### config.mk
export PLATFORM = sky130hd
export DESIGN_NAME = sgf_flow_hash
export DESIGN_NICKNAME = d
export VERILOG_FILES = /design/src/design/sgf_pkg.sv /design/src/design/sgf_flow_hash.sv
export SDC_FILE = /design/constraint.sdc
export NUM_CORES = 1
export LEC_CHECK = 0
export ABC_AREA = 1
export CAP_MARGIN = 40
export CORE_MARGIN = 3
export CORE_UTILIZATION = 60
export CTS_BUF_LIST = sky130_fd_sc_hd__clkbuf_2 sky130_fd_sc_hd__clkbuf_4 sky130_fd_sc_hd__clkbuf_8
export DETAILED_ROUTE_END_ITERATION = 8
export DONT_BUFFER_PORTS = 1
export GPL_ROUTABILITY_DRIVEN = 1
export PLACE_DENSITY = 0.76
export RECOVER_POWER = 50
export REMOVE_ABC_BUFFERS = 1
export SLEW_MARGIN = 20
export SYNTH_ARGS = -nofsm -noshare
export SYNTH_HDL_FRONTEND = slang
export SYNTH_SLANG_ARGS = --single-unit
export TNS_END_PERCENT = 50
### constraint.sdc
create_clock -name clock -period 9.2 [get_ports clock]
set_clock_uncertainty 0.05 [all_clocks]
set_input_delay 1.38 -clock clock [delete_from_list [all_inputs] [get_ports clock]]
set_output_delay 1.38 -clock clock [all_outputs]
set_load 0.05 [all_outputs]
### src/design/sgf_pkg.sv
`timescale 1ns / 1ps
`default_nettype none
// ----------------------------------------------------------------------------
// SYN-gated flow filter package
// Shared constants and entry layout for the SYN-gated TCP flow filter.
// ----------------------------------------------------------------------------
package sgf_pkg;

   localparam int DEFAULT_TABLE_DEPTH = 4096;
   localparam int DEFAULT_PROBE_LIMIT = 8;

   localparam logic [7:0]  PROTO_TCP    = 8'd6;
   localparam int          FLAG_SYN_BIT = 1;
   localparam int          FLAG_ACK_BIT = 4;
   localparam logic [31:0] CRC32C_POLY  = 32'h82F6_3B78;

   // One table entry: valid bit, {src_ip, dst_ip}, {sport, dport}
   typedef struct packed {
      logic        valid;
      logic [63:0] addr_key;
      logic [31:0] port_key;
   } flow_entry_type;

endpackage
`default_nettype wire

### src/design/sgf_flow_hash.sv
`timescale 1ns / 1ps
`default_nettype none
// ----------------------------------------------------------------------------
// Flow hash unit
// CRC32C over the five header words, one word per cycle, then reduction of
// the CRC to a table slot (mask, or reciprocal multiply and one correction
// step otherwise).
// ----------------------------------------------------------------------------
module sgf_flow_hash #(
   parameter int TABLE_DEPTH = sgf_pkg::DEFAULT_TABLE_DEPTH,
   localparam int ADDR_W = $clog2(TABLE_DEPTH)
) (
   input  wire logic              clock,
   input  wire logic              reset,
   input  wire logic              start,
   input  wire logic [31:0]       src_ip,
   input  wire logic [31:0]       dst_ip,
   input  wire logic [15:0]       sport,
   input  wire logic [15:0]       dport,
   input  wire logic [7:0]        proto,
   output logic                   done,
   output logic [ADDR_W-1:0]      home
);

   localparam bit IS_POW2 = (TABLE_DEPTH & (TABLE_DEPTH - 1)) == 0;

   // floor(2^(32+ADDR_W) / TABLE_DEPTH); fits 33 bits since the depth
   // exceeds 2^(ADDR_W-1). The quotient estimate is low by at most one.
   localparam logic [32:0] RECIP    = 33'((64'd1 << (32 + ADDR_W)) / 64'(TABLE_DEPTH));
   localparam logic [31:0] DEPTH_32 = 32'(TABLE_DEPTH);

   localparam logic [2:0] H_IDLE = 3'd0;
   localparam logic [2:0] H_CRC  = 3'd1;
   localparam logic [2:0] H_MUL  = 3'd2;
   localparam logic [2:0] H_SUB  = 3'd3;
   localparam logic [2:0] H_FIX  = 3'd4;

   localparam logic [2:0] W_SRC_IP = 3'd0;
   localparam logic [2:0] W_DST_IP = 3'd1;
   localparam logic [2:0] W_SPORT  = 3'd2;
   localparam logic [2:0] W_DPORT  = 3'd3;
   localparam logic [2:0] W_PROTO  = 3'd4;

   logic [2:0]        state_ff;
   logic [2:0]        word_ff;
   logic [31:0]       crc_ff;
   logic [31:0]       crc_in;
   logic [31:0]       word_sel;
   logic [64:0]       prod_in;
   logic [31:0]       quo_ff;
   logic [31:0]       quo_in;
   logic [31:0]       rem_ff;
   logic [31:0]       rem_in;
   logic [31:0]       fix_in;
   logic              done_ff;
   logic [ADDR_W-1:0] home_ff;

   function automatic logic [31:0] crc32c_word(input logic [31:0] crc,
                                               input logic [31:0] word);
      logic [31:0] c;
      c = crc ^ word;
      for (int b = 0; b < 32; b++) begin
         c = c[0] ? ((c >> 1) ^ sgf_pkg::CRC32C_POLY) : (c >> 1);
      end
      return c;
   endfunction

   always_comb begin
      case (word_ff)
         W_SRC_IP: word_sel = src_ip;
         W_DST_IP: word_sel = dst_ip;
         W_SPORT:  word_sel = {16'd0, sport};
         W_DPORT:  word_sel = {16'd0, dport};
         W_PROTO:  word_sel = {24'd0, proto};
         default:  word_sel = 32'd0;
      endcase
   end

   assign crc_in  = crc32c_word(crc_ff, word_sel);
   assign prod_in = 65'(crc_ff) * 65'(RECIP);
   assign quo_in  = 32'(prod_in >> (32 + ADDR_W));
   assign rem_in  = crc_ff - quo_ff * DEPTH_32;
   assign fix_in  = (rem_ff >= DEPTH_32) ? rem_ff - DEPTH_32 : rem_ff;

   always_ff @(posedge clock) begin
      if (reset) begin
         state_ff <= H_IDLE;
         done_ff  <= 1'b0;
      end else begin
         done_ff <= 1'b0;
         case (state_ff)
            H_IDLE: begin
               if (start) begin
                  crc_ff   <= 32'd0;
                  word_ff  <= W_SRC_IP;
                  state_ff <= H_CRC;
               end
            end
            H_CRC: begin
               crc_ff  <= crc_in;
               word_ff <= word_ff + 3'd1;
               if (word_ff == W_PROTO) begin
                  if (IS_POW2) begin
                     home_ff  <= crc_in[ADDR_W-1:0];
                     done_ff  <= 1'b1;
                     state_ff <= H_IDLE;
                  end else begin
                     state_ff <= H_MUL;
                  end
               end
            end
            H_MUL: begin
               quo_ff   <= quo_in;
               state_ff <= H_SUB;
            end
            H_SUB: begin
               rem_ff   <= rem_in;
               state_ff <= H_FIX;
            end
            H_FIX: begin
               home_ff  <= fix_in[ADDR_W-1:0];
               done_ff  <= 1'b1;
               state_ff <= H_IDLE;
            end
            default: state_ff <= H_IDLE;
         endcase
      end
   end

   assign done = done_ff;
   assign home = home_ff;

endmodule
`default_nettype wire

# == Yosys cells after proc, flatten, opt, wreduce, memory -nomap -nowiden ==
# Index checks and enable logic that the tools add are counted.
# word_totals
ff_bits,103
latchBits,0
ram_bits,0
mem_bits_ro,0
inputBits,107
output_inout_bits,13
elab_cells,109
memories,0
# op_classes
add_sub_neg,3
multipliers,0
div,0
n_lt_le_gt_ge,1
n_eq_ne,10
shifts,0
n_mux,45
bitwise,34
reduce_logical,9
# ops
cell,count
$mux 32,33
$not 16->17,32
$pmux 32 s5,1
$pmux 32 s2,1
$ge 32x13->1 const B,1
$sub 32x32->32,1
$xor 32x32->32,1
$mux 12,2
$pmux 12 s2,1
$eq 3x2->1 const B,4
$pmux 3 s4,1
$sub 12x1->12 const B,1
$mux 3,3
$eq 3x1->1 const B,2
$eq 3x3->1 const B,2
$logic_not 3->1,2
$pmux 3 s2,1
$reduce_and 2->1,3
$reduce_and 3->1,2
$ne 2x2->1 const B,2
$reduce_bool 2->1,2
$add 3x1->3 const B,1
$pmux 1 s2,1
$mux 1,1
$not 1->1,1

# == Logic depth before layout (Yosys ltp) ==
# depth
ltp_word,69
depth_mapped,51
depth_no_buf,49

# == Worst setup path after synthesis ==
# No wires, ideal clock.
# synth_path
path_type,input to register
startpoint,input port reset
endpoint,"register crc_ff[0], enable pin"
setup_ps,515
t_arrival_ps,4784
slack_ps,3851
cell_stages,1
path_cell_list,nor4_1
# synth_via
elab_chain_len,2
# synth_rtl
element,line,source
"start, declared",sgf_flow_hash.sv:14,"input wire logic reset,"
$not 1->1 (no source line),--,
$reduce_and 3->1 (no source line),--,
"end signal, assigned",sgf_flow_hash.sv:100,crc_ff <= crc_in;
"end, declared",sgf_flow_hash.sv:46,logic [31:0] crc_ff;
# Every way passes these cells.
# A chain may end at the register's enable or synchronous reset.

# == Final worst setup path ==
# layout_path
startpoint,register word_ff[2]
endpoint,"register crc_ff[3], data pin"
# layout_via
elab_chain_len,56
word_cells_on_any_way,72
# layout_rtl
element,line,source
"start, declared",sgf_flow_hash.sv:45,logic [2:0] word_ff;
"start signal, assigned",sgf_flow_hash.sv:101,word_ff <= word_ff + 3'd1;
"$eq 3x3->1, or another cell as far along",sgf_flow_hash.sv:69,case (word_ff)
$pmux 32 s5 (*),sgf_flow_hash.sv:69,
$xor 32x32->32 (*),sgf_flow_hash.sv:61,c = crc ^ word;
$not 16->17 (no source line) / $mux 32 (equally long branches),--,
$mux 32 (*) (2 in a row),sgf_flow_hash.sv:63,c = c[0] ? ((c >> 1) ^ sgf_pkg::CRC32C_POLY) : (c >> 1);
$not 16->17 (no source line) / $mux 32 (equally long branches),--,
$mux 32 (*),sgf_flow_hash.sv:63,
$not 16->17 (no source line) / $mux 32 (equally long branches),--,
[39 not listed],--,
$mux 32 (*),sgf_flow_hash.sv:63,
$not 16->17 (no source line),--,
$mux 32 (*),sgf_flow_hash.sv:63,
$not 16->17 (no source line),--,
$mux 32 (*),sgf_flow_hash.sv:63,
$not 16->17 (no source line),--,
$mux 32 (*),sgf_flow_hash.sv:63,
$pmux 32 s2 (*),sgf_flow_hash.sv:91,case (state_ff)
# Mark *: on every way between the ends. The rest lies on a longest branch, timed or not.

==> run metrics <==
status finished, violations left; failing checks capacitance limit, slew limit; Vias/cell 5.618; CP Launch Type flip-flop; Critical Path RT 9.19 ns; fill count 1590; Post-CTS Resized 0; multi-input logic area 7328 um^2; CP max-delay cell edfxtp_1; ANT cells 0; Wirelength per Cell 16.54 um; Cells after Synth 1612; Final setup viols 0; Slew headroom -27.03%; die area 18070 um^2; Yosys Warn Count 0; TNS Setup 0 ns; Tot GR Track Use 33.13%; worst skew pair latency 0.34 ns; post-synthesis sequential area ratio 18.71%; Sink Count 63; number of H-tree levels 3; die height 134.4 um; Synth cell types 46; Synth Area in Simple Gates 55.91%; I/O Buffers 0; drt drc 0; minimum clock period 6.998 ns; crit path max fanout 16; fin worst setup slack 2.202 ns; post-route clock period utilization 76.07%; Cell Area, Synth 9896 um^2; Final nets 1709; largest net degree at the start of global routing 36; largest family of logic cells by synthesized area simple AND/OR/NAND/NOR gates; FF+latch area 1852 um^2; Initial Util 61.85%; RD Place Congestion 0.9611; max frequency 142.9 MHz; post-synthesis xor/xnor area fraction 13.95%; critical path arrival 6.99 ns; FF+latch count, synth 63; total number of vias 10210; fraction of layout cells with a size suffix above 1 14.48%; CTS Hold Bufs 0; ANT nets after route 0; max-cap violations 1; dpl hpwl 24210 um; first-pass GRT wire length 47320 um; Layout area overhead 2.516%; Async S/R FF share, synth 0%; crit-path most repeated cell nand2_1; Remaining Overflow, GRT 0; final count of hold timing violations 0; Slew @ Worst Pin 1.905 ns; clock slew at reported path FFs 0.07 ns; Iteration-0 DRC Markers 915; unrepaired setup endpoints after global routing no; drt total wl 30060 um; Top-Level Pins 120; Max Buffers Root-to-Sink 2; Slew Limit Fails 36; CTS tree yes; Main synth FF type edfxtp_1; Hold Path Class flip-flop to flip-flop; initial antenna violation count 0; DR pass1 iterations 8; post-synthesis mux area share 0%; vias in the first global route 9211; crit path kind flip-flop to flip-flop; post-synthesis adder-cell area fraction 0.6322%; Synth Area in Compound Gates 3.540%; Place WS 2.356 ns; Worst setup EP type flip-flop; FP Rows 46; worst stage delay on the critical path 0.62 ns; Post-synth EDFFs 59; Post-CTS Setup Inserts 0; synthesized area per cell 6.139 um^2; cts bufs inserted 9; CORE AREA 16000 um^2; Chip Width 134.4 um; clk root buf clkbuf_8
-- cells in the mapped netlist (2+ instances only) --
master,instances,area share [%]
o21ai_1,6,0.30
clkbuf_1,6,0.23
nor2_1,42,1.6
xor2_2,2,0.33
buf_2,5,0.25
or2_2,6,0.38
edfxtp_1,59,18
nand3_1,212,11
xnor2_1,29,2.6
or2_1,4,0.25
nor2_4,2,0.23
nor2_8,2,0.40
a22o_1,10,0.89
dfxtp_1,4,0.81
nand3b_1,7,0.53
xor2_1,123,11
nand2_1,717,27
inv_2,22,0.83
nor3_1,2,0.10
nand2_8,3,0.61
inv_1,100,3.8
ha_1,5,0.63
nand4_1,2,0.13
nor2_2,7,0.44
nand2_2,108,6.8
inv_4,2,0.13
buf_6,10,1.1
a21o_1,2,0.15
a21oi_1,18,0.91
buf_4,8,0.61
nand2_4,36,4.1
o21ai_0,19,0.96
nand3_2,19,1.9
-- state kept, by name (all words and copies together), names as in the netlist --
name / count
home: 12
word_ff: 3
state_ff: 3
done: 1
crc_ff: 32
rem_ff: 12
-- final cells by class --
| class | instances | area share (%) |
|---|---|---|
| Clock buffer | 10 | 1.295 |
| Clock inverter | 6 | 0.6043 |
| Inverter | 125 | 4.724 |
| Multi-Input combinational cell | 1393 | 72.24 |
| Sequential cell | 63 | 18.25 |
| Tap cell | 216 | 2.664 |
| Timing Repair Buffer | 5 | 0.2220 |
-- placed cells by master, fill, tap and decap left out, types with 22 or more instances in the layout --
cell and count:
nand2_4 36, nor2_1 41, nand2_1 717, nand2_2 108, xor2_1 123, inv_2 22, inv_1 100, xnor2_1 29
edfxtp_1 59, nand3_1 212
-- routing by layer --
layer	share of wire (%)	vias to the layer above	track usage, %
met5	0	-	0
met4	3.0	0	10.69
met2	45	418	53.30
met3	9.0	53	5.739
met1	43	4663	45.40
li1	-	5080	-
-- worst max-delay path, delay by kind of cell, from the launching register on --
family / cells / cell delay (ns)
AND/OR/NAND/NOR: 37 / 4.90
flip-flops: 1 / 0.62
adder cells (fa/ha/maj): 1 / 0.56
buffers and inverters: 5 / 0.53
-- worst paths after layout --
path	startpoint	to	slack (ns)	depth (start not counted)
min	state_ff[1]	state_ff[2]	0.47	2
min reg2reg	state_ff[1]	state_ff[2]	0.47	2
max	word_ff[2]	crc_ff[3]	2.20	43
max reg2reg	word_ff[2]	crc_ff[3]	2.20	43
-- cells by family after synthesis --
kind of cell               count (synthesis)
and+or+nand+nor                         1174
buffers and inverters                    156
xor gates and xnor gates                 155
DFF                                       63
AOI/OAI and AO/OA                         59
adders and majority gates                  5
-- per-stage QoR --
stage / hold WS (ns) / instance area, um^2 / cells / utilization, %
3_3_place_gp: 0.4499 / 9973 / 1802 / 62.33
3_5_place_dp: 0.4525 / 9973 / 1802 / 62.33
4_1_cts: 0.4681 / 10170 / 1818 / 63.54
5_1_grt: 0.4943 / 10140 / 1818 / 63.40
2_1_floorplan: 0.4008 / 9657 / 1581 / -
6_report: 0.4663 / 10140 / 1818 / 63.40
Power is not shown: default switching activity piles up to over one toggle a cycle in this logic, so the estimate is an artifact.
